--- src/rtl/pgoc_pkg.sv ---
// Package: grid geometry, field widths, register codes and controller types.
`default_nettype none
package pgoc_pkg;

    localparam int GRID_COLUMNS = 256;
    localparam int GRID_ROWS    = 256;
    localparam int COUNT_BITS   = 8;

    localparam int CELL_TOTAL = GRID_COLUMNS * GRID_ROWS;
    localparam int ADDR_BITS  = $clog2(CELL_TOTAL);
    localparam int COL_BITS   = $clog2(GRID_COLUMNS);
    localparam int ROW_BITS   = $clog2(GRID_ROWS);

    localparam int COORD_W    = 20;
    localparam int OFFSET_W   = COORD_W + 1;
    localparam int INV_W      = 16;
    localparam int CSIZE_W    = 16;
    localparam int THRESH_W   = 8;
    localparam int IDX_OUT_W  = 8;
    localparam int BIN_PROD_W = COORD_W + INV_W;
    localparam int BIN_SHIFT  = 18;
    localparam int QUOT_W     = BIN_PROD_W - BIN_SHIFT;
    localparam int CMP_W      = (COUNT_BITS > THRESH_W) ? COUNT_BITS : THRESH_W;

    localparam int CFG_IDX_W  = 3;
    localparam int CFG_DATA_W = 20;

    typedef enum logic [CFG_IDX_W-1:0] {
        CFG_ORIGIN_X       = 3'd0,
        CFG_ORIGIN_Y       = 3'd1,
        CFG_INV_CELL_SIZE  = 3'd2,
        CFG_CELL_SIZE      = 3'd3,
        CFG_COUNT_THRESH   = 3'd4
    } t_cfg_idx;

    localparam logic [COORD_W-1:0]  ORIGIN_RESET = 20'hFD800;
    localparam logic [INV_W-1:0]    INV_RESET    = 16'd5120;
    localparam logic [CSIZE_W-1:0]  CSIZE_RESET  = 16'd51;
    localparam logic [THRESH_W-1:0] THRESH_RESET = 8'd10;

    typedef struct packed {
        logic clear_wr;
        logic accept;
        logic mul;
        logic bin;
        logic inc;
        logic scan_rd;
        logic scan_wr;
        logic out_load;
    } t_pgoc_cmd;

    typedef struct packed {
        logic clear_last;
        logic in_range;
        logic out_free;
    } t_pgoc_sts;

endpackage
`default_nettype wire

--- src/rtl/pgoc_ctrl.sv ---
// Controller: sequences the clearing pass, point binning and cell readout.
`default_nettype none
module pgoc_ctrl (
    input  wire logic                 i_clk,
    input  wire logic                 i_rst_n,
    input  wire logic                 i_in_valid,
    input  wire logic                 i_in_func,
    output logic                      o_in_ready,
    input  wire pgoc_pkg::t_pgoc_sts  i_sts,
    output pgoc_pkg::t_pgoc_cmd       o_cmd
);
    import pgoc_pkg::*;

    typedef enum logic [7:0] {
        ST_CLEAR   = 8'b0000_0001,
        ST_IDLE    = 8'b0000_0010,
        ST_MUL     = 8'b0000_0100,
        ST_BIN     = 8'b0000_1000,
        ST_INC     = 8'b0001_0000,
        ST_SCAN_RD = 8'b0010_0000,
        ST_SCAN_WR = 8'b0100_0000,
        ST_OUT     = 8'b1000_0000
    } t_state;

    t_state r_state, n_state;

    always_ff @(posedge i_clk) begin
        if (!i_rst_n) begin
            r_state <= ST_CLEAR;
        end else begin
            r_state <= n_state;
        end
    end

    always_comb begin
        n_state    = r_state;
        o_cmd      = '0;
        o_in_ready = 1'b0;
        unique case (r_state)
            ST_CLEAR: begin
                o_cmd.clear_wr = 1'b1;
                if (i_sts.clear_last) begin
                    n_state = ST_IDLE;
                end
            end
            ST_IDLE: begin
                o_in_ready = 1'b1;
                if (i_in_valid) begin
                    o_cmd.accept = 1'b1;
                    n_state      = i_in_func ? ST_SCAN_RD : ST_MUL;
                end
            end
            ST_MUL: begin
                o_cmd.mul = 1'b1;
                n_state   = ST_BIN;
            end
            ST_BIN: begin
                // The count is fetched here; a point off the grid ends at once.
                o_cmd.bin = 1'b1;
                n_state   = i_sts.in_range ? ST_INC : ST_IDLE;
            end
            ST_INC: begin
                o_cmd.inc = 1'b1;
                n_state   = ST_IDLE;
            end
            ST_SCAN_RD: begin
                o_cmd.scan_rd = 1'b1;
                n_state       = ST_SCAN_WR;
            end
            ST_SCAN_WR: begin
                o_cmd.scan_wr = 1'b1;
                n_state       = ST_OUT;
            end
            ST_OUT: begin
                if (i_sts.out_free) begin
                    o_cmd.out_load = 1'b1;
                    n_state        = ST_IDLE;
                end
            end
            default: begin
                n_state = ST_CLEAR;
            end
        endcase
    end
endmodule
`default_nettype wire

--- config.mk ---
export PLATFORM = sky130hd
export DESIGN_NAME = pgoc_ctrl
export DESIGN_NICKNAME = d
export VERILOG_FILES = /design/src/rtl/pgoc_pkg.sv /design/src/rtl/pgoc_ctrl.sv
export SDC_FILE = /design/constraint.sdc
export NUM_CORES = 1
export LEC_CHECK = 0
export BUFFER_PORTS_ARGS = -buffer_cell sky130_fd_sc_hd__buf_2
export CORE_AREA = 2 2 39 41
export DETAILED_ROUTE_END_ITERATION = 12
export DIE_AREA = 0 0 41 43
export PLACE_DENSITY = 0.6
export SLEW_MARGIN = 20
export SYNTH_ARGS = -nofsm -noshare
export SYNTH_HDL_FRONTEND = slang
export SYNTH_SLANG_ARGS = --single-unit
--- constraint.sdc ---
create_clock -name i_clk -period 2.1 [get_ports i_clk]
set_clock_uncertainty 0.15 [all_clocks]
set_input_delay 0.105 -clock i_clk [delete_from_list [all_inputs] [get_ports i_clk]]
set_output_delay 0.105 -clock i_clk [all_outputs]
set_load 0.1 [all_outputs]
==> summary.md <==
| Metric | Value |
|---|---|
| Most common cell after layout, fill and taps aside | buf_2 |
| Fmax | roughly 0.5 GHz |
| Final nets | 79 |
| Total Routing Usage GR | 14.5% |
| Syn Area/Cell | roughly 10 µm² |
| Flops & latches, synth | 8 |
| Ports | 16 |
| Synth Warn # | 0 |
| Grt ovf | 0 |
| Placed cell area | around 640 µm² |
| Ratio of cells with drive above 1 in the final layout | approximately two fifths |
| Initial Utilization | 35.2% |
| Vias per cell | ~5 |
| Drt total wl | around 1000 µm |
| CTS Buf Count | 3 |
| Kind of critical path | reg -> out |
| Post-Syn Instances | between 40 and 50 |
| Clk sinks | 8 |
| GP Congestion | 0.754 |
| Antenna Nets Post-Route | 0 |
| Avg WL per Cell | between 10 and 15 µm |
| Max-slew violations | 0 |
| Met1 Use GR | approximately a fifth |
| Biggest regs | r_state (8) |
| Power per Cell Area | roughly 640 nW/µm² |
| Cells after DPL | 79 |
| IO Port Bufs | 15 |
| Setup violators final | 0 |
| Initial antenna violation count | 0 |
| Reg with most FFs | r_state |
| Synth Cell Area | approximately 500 µm² |
| Worst Path Arrival | approximately 1800 ps |
| Post-synth cell types | 24 |
| Number of global-route vias before repair | 400 |
| Cell area after layout | ~700 µm² |
| Total number of vias | 430 |
| Setup Buffers After CTS | 0 |
| Critical path launch point type | register |
| RSZ-0062 raised after global routing | false |
| Antenna cells | 0 |
| Synthesis-to-finish area growth | 46.5% |
| HPWL Detailed | roughly 770 µm |
| H-tree Lvls | 1 |
| Status | finished, final reports clean |
| # rows | 14 |
| Final hold vios | 0 |
| Worst-margin pin slew | just under 500 ps |
| Min-Delay Path Class | in -> reg |
| Met3 Resource Use GR | 4.71% |
| Met2 Usage GRT | about 20% |
| DIE HEIGHT | approximately 43 µm |
| Largest net degree at the start of global routing | 7 |
| Clk slew on worst S/H paths | approximately 50 ps |
| Seq/Total Area, Yosys | 32.9% |
| Max-cap violations | 0 |
| Min Tclk post-route | ~2000 ps |
| Max reg flops | 8 |
| CTS tree | built |
| Max Fanout on Critical Path | 5 |
| Gr busiest metal | met1 |
| Worst Hold Margin | about 27 ps |
| DRC viols | 0 |
| Non-Filler Instances | 86 |
| Clock Path Buffers | 2 |
| Headroom to the max-slew limit | between 60% and 70% |
| Commonest non-fill, non-tap cells in the layout | 9 x buf_2, 8 x dfxtp_1, 6 x nor2_1, 6 x clkbuf_4, 4 x dlygate4sd3_1 |
| Drt first-iter violations | 2 |
| Peak supply drop | 0.412 mV |
| Drt pass-1 iters | 2 |
| Leak pwr | 0.284 nW |
| Die Area | 1760 µm² |
| Die X | a little over 40 µm |
| Critical path data required time | ~1900 ps |
| Post-route clock period utilization | a little over nine tenths |
| Core area | ~1400 µm² |
| Crit end category | output port |
| Worst-skew pair later-pin latency | between 200 and 300 ps |
| Clock Tree Root | clkbuf_4 |
| Syn Nets | 56 |
| First-pass GRT wire length | approximately 1700 µm |
## kinds of logic (layout without fill, tap and decap cells)
group	count (synthesis)	in the layout	synth area share (%)
AOI/OAI and AO/OA	6	6	10.0
xor gates and xnor gates	3	3	5.40
and+or+nand+nor	29	29	48.6
buffers and inverters	3	24	3.09
DFF	8	8	32.9
## power by group
group	leakage, nW	switching (mW)	total, mW	internal [mW]
Sequential	0.0650	0.0134	0.174	0.160
Combinational	0.205	0.116	0.163	0.0471
Clock	0.0138	0.0529	0.118	0.0655
Total	0.284	0.182	0.455	0.273
## per-layer routing
metal	wire length [µm]	up-vias
li1	-	224
met5	0	-
met4	14	0
met2	463	13
met3	49	2
met1	471	191
## worst paths after layout
kind,start,end,slack [ps],cells past startpoint
worst min register to register,r_state[0],r_state[0],590,3
worst max-delay path,r_state[5],o_cmd[5],80,4
worst max register to register,r_state[7],r_state[2],140,5
worst min-delay path,i_sts[2],r_state[0],30,3
## cell usage after synthesis
master | n | area (µm²)
dfxtp_1 | 8 | 160
o22ai_1 | 1 | 6.26
nand3_1 | 2 | 10.0
nor4_4 | 2 | 42.5
nor4b_1 | 1 | 8.76
o221a_1 | 1 | 11.3
and4b_1 | 1 | 10.0
xor2_1 | 1 | 8.76
nand2_1 | 3 | 11.3
o21a_1 | 2 | 15.0
nand4b_2 | 1 | 15.0
nor2b_1 | 1 | 6.26
and4b_4 | 1 | 13.8
nand4b_1 | 1 | 8.76
o31a_1 | 1 | 8.76
xnor2_1 | 2 | 17.5
nor2_1 | 7 | 26.3
buf_4 | 1 | 7.51
inv_1 | 2 | 7.51
and2_1 | 2 | 12.5
and2_4 | 1 | 8.76
nor3b_2 | 4 | 50.1
and3_1 | 2 | 12.5
o31ai_1 | 1 | 7.51
## final cells by class
type                    instances  area, µm²
fillers                       145        671
multi-input cells              38        335
repair buffers                 19        168
flip-flops and latches          8        160
clock buffers                   3       22.5
well taps                      16       20.0
inverters                       2       7.51
## worst max-delay path, stage by stage, from the launching register on
cell and delay (ps):
dfxtp_1 390, nor4_4 380, nand2_1 220, nor3b_2 300
buf_12 210
## metrics by stage
stage	setup WS, ps	total power [mW]	TNS, ps	utilization, %
after floorplan	-129	0.302	-160	-
after global placement	336	0.335	0	46.5
after detailed placement	315	0.336	0	46.5
after CTS	26.5	0.460	0	51.0
after global routing	0.245	0.478	0	51.5
final	83.5	0.455	0	51.5
## repair_timing
item / 4_1_cts / 5_1_grt
setup endpoints to repair: 0 / 3
endpoints found under the hold margin: 4 / 0
resized for setup: 0 / 3
hold buffers: 4 / 0
(Power assumes the default switching activity.)
